===== config.mk =====
export PLATFORM = sky130hd
export DESIGN_NAME = hsv_to_rgb_converter_top
export DESIGN_NICKNAME = d
export VERILOG_FILES = /design/src/rtl/core/hsv_pkg.sv /design/src/rtl/core/hsv_to_rgb_converter_top.sv /design/src/rtl/core/hsv_hue_dec.sv /design/src/rtl/core/hsv_chan_calc.sv
export SDC_FILE = /design/constraint.sdc
export NUM_CORES = 1
export LEC_CHECK = 0
export ABC_CLOCK_PERIOD_IN_PS = 12570
export BUFFER_PORTS_ARGS = -buffer_cell sky130_fd_sc_hd__buf_2
export CORE_MARGIN = 2
export CORE_UTILIZATION = 32
export CTS_CLUSTER_SIZE = 12
export DETAILED_ROUTE_END_ITERATION = 8
export PLACE_DENSITY_LB_ADDON = 0.1
export SYNTH_ARGS = -nofsm -noshare
export SYNTH_HDL_FRONTEND = slang
export SYNTH_SLANG_ARGS = --single-unit

===== constraint.sdc =====
create_clock -name i_clk -period 12.57 [get_ports i_clk]
set_input_delay 2.514 -clock i_clk [delete_from_list [all_inputs] [get_ports i_clk]]
set_output_delay 2.514 -clock i_clk [all_outputs]
set_load 0.01 [all_outputs]

===== src/rtl/core/hsv_pkg.sv =====
// shared types and constants for the hsv to rgb converter
// no dependencies; imported by every module of the block
package hsv_pkg;

    localparam int unsigned HUE_W   = 13;
    localparam int unsigned CHAN_W  = 8;
    localparam int unsigned WIDTH_W = 10;

    localparam logic [HUE_W-1:0] HUE_SECTOR = 13'd960;
    localparam logic [HUE_W-1:0] HUE_PERIOD = 13'd1920;

    localparam logic [CHAN_W-1:0] FULL_SCALE = 8'd255;

    // floor(n/255) for 16-bit n is (n * 0x8081) >> 23
    localparam logic [15:0] RECIP_255 = 16'h8081;
    localparam int unsigned ZC_SHIFT  = 23;

    // floor(n/3825) for n below 2^20 is (n * 1122868) >> 32
    localparam logic [20:0] RECIP_3825 = 21'd1122868;
    localparam int unsigned XC_SHIFT   = 32;

    // sector order: which channel gets chroma and which gets x
    typedef enum logic [2:0] {
        SECT_RED_GRN,
        SECT_GRN_RED,
        SECT_GRN_BLU,
        SECT_BLU_GRN,
        SECT_BLU_RED,
        SECT_RED_BLU
    } t_sector;

    typedef struct packed {
        logic    valid;
        t_sector sector;
    } t_ctl;

endpackage


===== src/rtl/core/hsv_to_rgb_converter_top.sv =====
// hsv to rgb converter, top level with the channel select output stage
// depends on hsv_pkg, hsv_hue_dec and hsv_chan_calc
//
// usage:
//   input channel: drive i_hue (1/16 degree), i_saturation and i_brightness
//   with i_start high; a beat is taken at each rising edge with i_start high
//   and o_busy low. o_busy never rises, so one beat can enter every cycle.
//   result channel: o_red, o_green and o_blue are valid for exactly one
//   cycle while o_done is high; the receiver cannot hold them off.
//   throughput: one beat per cycle; five register stages (hue decode,
//   small products, numerator and zero-channel reciprocal, x-channel
//   reciprocal, channel select), with at most two multipliers per stage.
//   results leave in the order the beats came in.
//   reset: synchronous, active low; clears every stage valid bit so no
//   result is produced for beats in flight, payload registers are not reset.
//   the receiver has no stall; results leave at the rate beats came in.
module hsv_to_rgb_converter_top (
    input  logic                       i_clk,
    input  logic                       i_rst_n,
    input  logic                       i_start,
    output logic                       o_busy,
    input  logic [hsv_pkg::HUE_W-1:0]  i_hue,
    input  logic [hsv_pkg::CHAN_W-1:0] i_saturation,
    input  logic [hsv_pkg::CHAN_W-1:0] i_brightness,
    output logic                       o_done,
    output logic [hsv_pkg::CHAN_W-1:0] o_red,
    output logic [hsv_pkg::CHAN_W-1:0] o_green,
    output logic [hsv_pkg::CHAN_W-1:0] o_blue
);
    import hsv_pkg::*;

    t_ctl               dec_ctl;
    logic [WIDTH_W-1:0] dec_width;
    logic [CHAN_W-1:0]  dec_sat;
    logic [CHAN_W-1:0]  dec_bri;

    t_ctl               calc_ctl;
    logic [CHAN_W-1:0]  calc_xc;
    logic [CHAN_W-1:0]  calc_zc;
    logic [CHAN_W-1:0]  calc_cc;

    logic               r_done;
    logic [CHAN_W-1:0]  r_red;
    logic [CHAN_W-1:0]  r_green;
    logic [CHAN_W-1:0]  r_blue;

    logic [CHAN_W-1:0]  n_red;
    logic [CHAN_W-1:0]  n_green;
    logic [CHAN_W-1:0]  n_blue;

    hsv_hue_dec u_hue_dec (
        .i_clk        (i_clk),
        .i_rst_n      (i_rst_n),
        .i_start      (i_start),
        .i_hue        (i_hue),
        .i_saturation (i_saturation),
        .i_brightness (i_brightness),
        .o_ctl        (dec_ctl),
        .o_width      (dec_width),
        .o_sat        (dec_sat),
        .o_bri        (dec_bri)
    );

    hsv_chan_calc u_chan_calc (
        .i_clk   (i_clk),
        .i_rst_n (i_rst_n),
        .i_ctl   (dec_ctl),
        .i_width (dec_width),
        .i_sat   (dec_sat),
        .i_bri   (dec_bri),
        .o_ctl   (calc_ctl),
        .o_xc    (calc_xc),
        .o_zc    (calc_zc),
        .o_cc    (calc_cc)
    );

    always_comb begin
        case (calc_ctl.sector)
            SECT_RED_GRN: begin
                n_red = calc_cc; n_green = calc_xc; n_blue = calc_zc;
            end
            SECT_GRN_RED: begin
                n_red = calc_xc; n_green = calc_cc; n_blue = calc_zc;
            end
            SECT_GRN_BLU: begin
                n_red = calc_zc; n_green = calc_cc; n_blue = calc_xc;
            end
            SECT_BLU_GRN: begin
                n_red = calc_zc; n_green = calc_xc; n_blue = calc_cc;
            end
            SECT_BLU_RED: begin
                n_red = calc_xc; n_green = calc_zc; n_blue = calc_cc;
            end
            default: begin
                n_red = calc_cc; n_green = calc_zc; n_blue = calc_xc;
            end
        endcase
    end

    always_ff @(posedge i_clk) begin
        if (!i_rst_n) begin
            r_done <= 1'b0;
        end else begin
            r_done <= calc_ctl.valid;
        end
        r_red   <= n_red;
        r_green <= n_green;
        r_blue  <= n_blue;
    end

    assign o_busy  = 1'b0;
    assign o_done  = r_done;
    assign o_red   = r_red;
    assign o_green = r_green;
    assign o_blue  = r_blue;

    // every accepted beat produces a result on o_done
    a_beat_out: assert property (@(posedge i_clk) disable iff (!i_rst_n)
        (i_start && !o_busy) |-> ##5 o_done)
        else $error("accepted beat produced no result");

    // no result without a matching accepted beat
    a_no_spurious: assert property (@(posedge i_clk) disable iff (!i_rst_n)
        o_done |-> $past(i_start && i_rst_n, 5))
        else $error("result without a matching beat");

    // some channel is at least as large as both of the others
    a_chroma_max: assert property (@(posedge i_clk) disable iff (!i_rst_n)
        o_done |-> ((o_red >= o_green && o_red >= o_blue)
                 || (o_green >= o_red && o_green >= o_blue)
                 || (o_blue >= o_red && o_blue >= o_green)))
        else $error("no channel dominates");

endmodule


===== src/rtl/core/hsv_hue_dec.sv =====
// first pipeline stage: hue sector decode and triangle width w
// depends on hsv_pkg
module hsv_hue_dec (
    input  logic                        i_clk,
    input  logic                        i_rst_n,
    input  logic                        i_start,
    input  logic [hsv_pkg::HUE_W-1:0]   i_hue,
    input  logic [hsv_pkg::CHAN_W-1:0]  i_saturation,
    input  logic [hsv_pkg::CHAN_W-1:0]  i_brightness,
    output hsv_pkg::t_ctl               o_ctl,
    output logic [hsv_pkg::WIDTH_W-1:0] o_width,
    output logic [hsv_pkg::CHAN_W-1:0]  o_sat,
    output logic [hsv_pkg::CHAN_W-1:0]  o_bri
);
    import hsv_pkg::*;

    t_ctl               r_ctl;
    logic [WIDTH_W-1:0] r_width;
    logic [CHAN_W-1:0]  r_sat;
    logic [CHAN_W-1:0]  r_bri;

    t_sector            n_sector;
    logic [10:0]        n_rem;
    logic [WIDTH_W-1:0] n_width;

    // upper sector bound is inclusive
    always_comb begin
        if (i_hue <= HUE_SECTOR) begin
            n_sector = SECT_RED_GRN;
        end else if (i_hue <= 13'(2 * HUE_SECTOR)) begin
            n_sector = SECT_GRN_RED;
        end else if (i_hue <= 13'(3 * HUE_SECTOR)) begin
            n_sector = SECT_GRN_BLU;
        end else if (i_hue <= 13'(4 * HUE_SECTOR)) begin
            n_sector = SECT_BLU_GRN;
        end else if (i_hue <= 13'(5 * HUE_SECTOR)) begin
            n_sector = SECT_BLU_RED;
        end else begin
            n_sector = SECT_RED_BLU;
        end
    end

    // hue mod 1920, hue stays below 5 periods
    always_comb begin
        if (i_hue >= 13'(4 * HUE_PERIOD)) begin
            n_rem = 11'(i_hue - 13'(4 * HUE_PERIOD));
        end else if (i_hue >= 13'(3 * HUE_PERIOD)) begin
            n_rem = 11'(i_hue - 13'(3 * HUE_PERIOD));
        end else if (i_hue >= 13'(2 * HUE_PERIOD)) begin
            n_rem = 11'(i_hue - 13'(2 * HUE_PERIOD));
        end else if (i_hue >= HUE_PERIOD) begin
            n_rem = 11'(i_hue - HUE_PERIOD);
        end else begin
            n_rem = 11'(i_hue);
        end
        if (n_rem >= 11'(HUE_SECTOR)) begin
            n_width = WIDTH_W'(11'(HUE_PERIOD) - n_rem);
        end else begin
            n_width = WIDTH_W'(n_rem);
        end
    end

    always_ff @(posedge i_clk) begin
        if (!i_rst_n) begin
            r_ctl.valid <= 1'b0;
        end else begin
            r_ctl.valid <= i_start;
        end
        r_ctl.sector <= n_sector;
        r_width      <= n_width;
        r_sat        <= i_saturation;
        r_bri        <= i_brightness;
    end

    assign o_ctl   = r_ctl;
    assign o_width = r_width;
    assign o_sat   = r_sat;
    assign o_bri   = r_bri;

endmodule


===== src/rtl/core/hsv_chan_calc.sv =====
// three pipeline stages computing the x, zero and chroma channel values
// depends on hsv_pkg
module hsv_chan_calc (
    input  logic                        i_clk,
    input  logic                        i_rst_n,
    input  hsv_pkg::t_ctl               i_ctl,
    input  logic [hsv_pkg::WIDTH_W-1:0] i_width,
    input  logic [hsv_pkg::CHAN_W-1:0]  i_sat,
    input  logic [hsv_pkg::CHAN_W-1:0]  i_bri,
    output hsv_pkg::t_ctl               o_ctl,
    output logic [hsv_pkg::CHAN_W-1:0]  o_xc,
    output logic [hsv_pkg::CHAN_W-1:0]  o_zc,
    output logic [hsv_pkg::CHAN_W-1:0]  o_cc
);
    import hsv_pkg::*;

    // stage a: products of the small factors
    t_ctl              r_a_ctl;
    logic [17:0]       r_a_sw;
    logic [15:0]       r_a_vns;
    logic [17:0]       r_a_ofs;
    logic [CHAN_W-1:0] r_a_bri;

    // stage b: full numerator and zero-channel reciprocal product
    t_ctl              r_b_ctl;
    logic [25:0]       r_b_num;
    logic [31:0]       r_b_zprod;
    logic [CHAN_W-1:0] r_b_bri;

    // stage c: x-channel reciprocal product
    t_ctl              r_c_ctl;
    logic [40:0]       r_c_xprod;
    logic [CHAN_W-1:0] r_c_zc;
    logic [CHAN_W-1:0] r_c_bri;

    logic [CHAN_W-1:0] n_ns;
    logic [17:0]       n_sum;

    assign n_ns  = FULL_SCALE - i_sat;
    assign n_sum = r_a_sw + r_a_ofs;

    always_ff @(posedge i_clk) begin
        if (!i_rst_n) begin
            r_a_ctl.valid <= 1'b0;
            r_b_ctl.valid <= 1'b0;
            r_c_ctl.valid <= 1'b0;
        end else begin
            r_a_ctl.valid <= i_ctl.valid;
            r_b_ctl.valid <= r_a_ctl.valid;
            r_c_ctl.valid <= r_b_ctl.valid;
        end
        r_a_ctl.sector <= i_ctl.sector;
        r_b_ctl.sector <= r_a_ctl.sector;
        r_c_ctl.sector <= r_b_ctl.sector;

        r_a_sw  <= 18'(i_sat) * 18'(i_width);
        r_a_vns <= 16'(i_bri) * 16'(n_ns);
        // ns * 960 as ns * 1024 - ns * 64
        r_a_ofs <= {n_ns, 10'b0} - {4'b0, n_ns, 6'b0};
        r_a_bri <= i_bri;

        r_b_num   <= 26'(r_a_bri) * 26'(n_sum);
        r_b_zprod <= 32'(r_a_vns) * 32'(RECIP_255);
        r_b_bri   <= r_a_bri;

        // divide by 255*960: drop 6 bits, then divide by 3825
        r_c_xprod <= 41'(r_b_num[25:6]) * 41'(RECIP_3825);
        r_c_zc    <= r_b_zprod[ZC_SHIFT +: CHAN_W];
        r_c_bri   <= r_b_bri;
    end

    assign o_ctl = r_c_ctl;
    assign o_xc  = r_c_xprod[XC_SHIFT +: CHAN_W];
    assign o_zc  = r_c_zc;
    assign o_cc  = r_c_bri;

endmodule

# Yosys cells after proc, flatten, opt, wreduce, memory -nomap -nowiden
# Index checks and enable logic that the tools add are counted.
# Widths: inputs -> output; s select.
# classes
n_eq_ne	4
order_cmp	10
reduce_logical	9
addsub	8
n_mul	5
muxes	12
# op_table
cell	count
$pmux 8 s2	3
$mux 11	4
$sub 11x11->11 const B	4
$mul 20x19->38 const B	1
$mul 16x16->31 const B	1
$ge 13x13->1 const B	2
$le 13x12->1 const B	2
$mul 8x18->26	1
$add 18x18->18	1
$mul 8x10->18	1
$sub 18x14->18	1
$mul 8x8->16	1
$reduce_or 2->1	7
$ge 13x11->1 const B	1
$ge 13x12->1 const B	1
$le 13x10->1 const B	1
$le 13x11->1 const B	1
$le 13x13->1 const B	1
$ge 11x10->1 const B	1
$mux 10	1
$sub 10x10->10 const A	1
$sub 8x8->8 const A	1
$eq 3x2->1 const B	2
$mux 2	2
other kinds (5)	6
# totals
inputBits	32
register_bits	246
wordCells	75

# Depth between registers and ports, before layout
# depth
depth_word	7
ltp_mapped	27
depth_no_buf	27

# Modules after synthesis
# A second synthesis with hierarchy kept.
# unflattened
hier_cells	2151
hier_area_um2	20440.9
# modules_own_cells
module	n_inst	cells_each	area_per_inst_um2
hsv_chan_calc	1	1825	17468.0
hsv_hue_dec	1	164	1587.8
hsv_to_rgb_converter_top	1	162	1385.1

# Worst setup path before layout
# Ideal clock, no wire load.
# synth_path
path_kind	register -> register
from	reg u_chan_calc.r_a_ofs[6]
to	reg u_chan_calc.r_b_num[24]
period_less_slack_ns	5.737
path_slack_ns	6.833
t_arrival_ns	5.665
path_stages_with_launch	26
setup_time_ns	0.072
cell_sequence	dfxtp_1 -> ha_1 -> inv_1 -> fa_1 -> nor2b_1 -> o21ai_0 -> a21boi_0 -> o21ai_0 -> a21oi_1 -> o21a_1 -> o311ai_2 -> and2_1 -> fa_1 -> fa_1 -> fa_1 -> inv_1 -> fa_1 -> inv_1 -> ha_1 -> a21o_1 -> a21o_1 -> a21oi_1 -> o21ai_0 -> a211o_1 -> a21oi_2 -> xnor2_1
# synth_between
elab_chain_cells	2
# synth_lines
element	line	text
start, declared	hsv_chan_calc.sv:21	logic [17:0] r_a_ofs;
start signal, assigned	hsv_chan_calc.sv:59	r_a_ofs <= {n_ns, 10'b0} - {4'b0, n_ns, 6'b0};
$add 18x18->18	hsv_chan_calc.sv:40	assign n_sum = r_a_sw + r_a_ofs;
$mul 8x18->26	hsv_chan_calc.sv:62	r_b_num <= 26'(r_a_bri) * 26'(n_sum);
end signal, assigned	hsv_chan_calc.sv:62	
end, declared	hsv_chan_calc.sv:26	logic [25:0] r_b_num;
# No other way between the ends.
# A chain may end at the register's enable or synchronous reset.

# Final worst setup path
# Ends and elaborated chain as after synthesis.

==> flow_summary.toml <==
[clock_tree]
clkLatencyLatePin_ns = 0.49
post_cts_buffers = 0
tritoncts = "done"
clockRootBuffer = "clkbuf_16"
clock_path_buffers = 2
cts_buffers = 17
h-tree-depth = 4
clkTransAtPathRegs_ns = 0.08
clock_sinks = 181
holdBufCountCts = 0
cts_resized = 0

[floorplan]
io_pins = 58
initial_core_util_pct = 32.2
core_um2 = 62700
num_rows = 92
fp.dieArea_um2 = 65200
dieHeight_um = 255
fp.dieW_um = 255

[yosys]
synth_seq_area_share_pct = 17.9
yosysWarnings = 0
synth_area_per_cell_um2 = 9.51
ys_seq_elements = 181
syn_nets = 2776
synth_flop_cell = "dfxtp_1"
syn_inst = 2127
syn_area_um2 = 20200
synth_edf_count = 0
ys_async_sr_fraction_pct = 0
ys_types = 76

[routing]
vias = 13800
initialDrtViolationCount = 550
firstDrtPassIters = 5
ant_nets = 0
wl_per_cell_um = 14.6
wl_um = 44200
remaining_drc_errors = 0
viasPerCell = 4.53

[hold_path]
worst_hold_path_type = "reg2reg"

[place]
dpl-instance-area_um2 = 21500
dp_hpwl_um = 36200
port_buffers = 56
routabilityCongestion = 0.800

[global_routing]
grt_max_degree = 42
antenna_found_initial = 0
grt_overflow = 0
grt_pass1_wl_um = 74900
grt_use_total_pct = 14.2
first_global_vias = 14700

[run_status]
status = "finished, final reports clean"

[critical_path]
crit_fanout = 8
start_kind = "register"
worst_ep_required_time_ns = 12.98
crit_type = "reg2reg"
critPathArrivalTime_ns = 6.58
cp-end-kind = "register"

[finish]
multi_input_area_um2 = 14900
layout.nets = 2828
ff_latch_area_um2 = 3620
n_antenna_cell = 0
finalInstanceArea_um2 = 22200
synthToLayoutAreaGrowth_pct = 9.56
postLayoutCoreUtil_pct = 35.3
num-fill-cells = 6488
drive_gt1_share_pct = 5.98

[sta]
final.period_utilization_pct = 49.1
whs_ns = 0.326
finalSetupViolations = 0
tightestPinTransition_ns = 1.06
fin_skew_ns = 0.0148
report.final.hold_viol_count = 0
fin_setup_tns_ns = 0
max-slew-margin-rel_pct = 29.3
rsz0062_at_grt = "no"
fmax_ghz = 0.162
min_period_ns = 6.18
drv_slew = 0

[run]
maxCapViolations = 0
## registers in the layout, summed over array words and instances, names as in the netlist, 8 cells and up
| signal | cells |
|---|---|
| u_chan_calc.r_a_ofs | 12 |
| u_chan_calc.o_cc | 8 |
| u_chan_calc.r_a_vns | 16 |
| u_hue_dec.o_sat | 8 |
| u_chan_calc.r_b_zprod | 8 |
| o_green | 8 |
| o_red | 8 |
| u_hue_dec.o_width | 10 |
| o_blue | 8 |
| u_chan_calc.r_b_num | 20 |
| u_chan_calc.r_b_bri | 8 |
| u_chan_calc.r_a_bri | 8 |
| u_chan_calc.o_zc | 8 |
| u_hue_dec.o_bri | 8 |
| u_chan_calc.r_c_xprod | 8 |
| u_chan_calc.r_a_sw | 18 |
## stage by stage
step	cells	setup slack (ns)
global route	3038	5.91
CTS	3038	6.34
finish	3038	6.39
floorplan	2127	6.83
detailed placement	3006	6.36
global placement	3006	6.42
## cells in the final DEF (no fill, tap or decap), types with 19 or more instances in the layout
master / instances
and2_1: 125
xnor2_1: 57
dfxtp_1: 181
inv_1: 408
nand2b_1: 37
nor3_1: 22
nor2_1: 92
buf_2: 56
o21ai_0: 52
nand2_1: 143
a21o_1: 19
xor2_1: 27
fa_1: 248
nor2b_1: 54
nand3_1: 21
a21oi_1: 58
ha_1: 369
## final timing paths
check | from | end | slack, ns | cells past startpoint
worst max-delay path | u_chan_calc.r_a_ofs[6] | u_chan_calc.r_b_num[24] | 6.39 | 25
worst min-delay path | u_chan_calc.r_b_zprod[28] | u_chan_calc.o_zc[5] | 0.33 | 0
worst max register to register | u_chan_calc.r_a_ofs[6] | u_chan_calc.r_b_num[24] | 6.39 | 25
worst min register to register | u_chan_calc.r_b_zprod[28] | u_chan_calc.o_zc[5] | 0.33 | 0
## synthesized netlist by cell type, types with 21 or more instances
| cell type | instances | area share (%) |
|---|---|---|
| nor2b_1 | 54 | 1.7 |
| and2_1 | 125 | 3.9 |
| a21oi_1 | 58 | 1.4 |
| o21ai_0 | 52 | 1.3 |
| nand3_1 | 21 | 0.52 |
| xor2_1 | 27 | 1.2 |
| nand2_1 | 143 | 2.7 |
| ha_1 | 369 | 23 |
| nand2b_1 | 37 | 1.1 |
| nor3_1 | 22 | 0.54 |
| clkbuf_1 | 33 | 0.61 |
| dfxtp_1 | 181 | 18 |
| inv_1 | 408 | 7.6 |
| nor2_1 | 92 | 1.7 |
| fa_1 | 248 | 25 |
| xnor2_1 | 57 | 2.5 |
## final cells by class
type	count	area share, %
Clock buffer	18	1.98
Clock inverter	14	0.886
Inverter	408	6.91
Multi-Input combinational cell	1499	67.3
Sequential cell	181	16.3
Tap cell	846	4.78
Timing Repair Buffer	72	1.81
## routing by layer
metal	track usage (%)	up-vias	part of all wire, %	wire length [um]
li1	-	6916	-	-
met1	19.2	6675	49	21700
met2	23.5	147	47	20700
met3	2.50	35	2.7	1210
met4	3.27	0	1.4	612
met5	0	-	0	0
## critical path: stages (launching register included)
cell	delay, ns
dfxtp_1	0.31
ha_1	0.20
inv_1	0.07
fa_1	0.19
nor2b_1	0.05
o21ai_0	0.19
a21boi_0	0.14
o21ai_0	0.22
a21oi_1	0.14
o21a_1	0.22
o311ai_2	0.52
and2_1	0.22
fa_1	0.43
fa_1	0.48
fa_1	0.54
inv_1	0.05
fa_1	0.52
inv_1	0.04
ha_1	0.33
a21o_1	0.18
a21o_1	0.16
a21oi_1	0.15
o21ai_0	0.13
a211o_1	0.32
a21oi_2	0.16
xnor2_1	0.12
## cells by family (layout without fill, tap and decap cells)
| kind of cell | count (synthesis) | in the layout | share of synthesized area (%) |
|---|---|---|---|
| AOI/OAI and AO/OA | 245 | 245 | 8.27 |
| xor gates and xnor gates | 85 | 85 | 3.72 |
| adders and majority gates | 617 | 617 | 47.4 |
| buffers and inverters | 447 | 512 | 8.36 |
| DFF | 181 | 181 | 17.9 |
| muxes | 11 | 11 | 0.557 |
| other | 1 | 1 | 0.0185 |
| and+or+nand+nor | 540 | 540 | 13.8 |
Power is left out: the tool's default activity adds up to more than one toggle a clock period on the data nets, which glitch-free logic cannot reach.
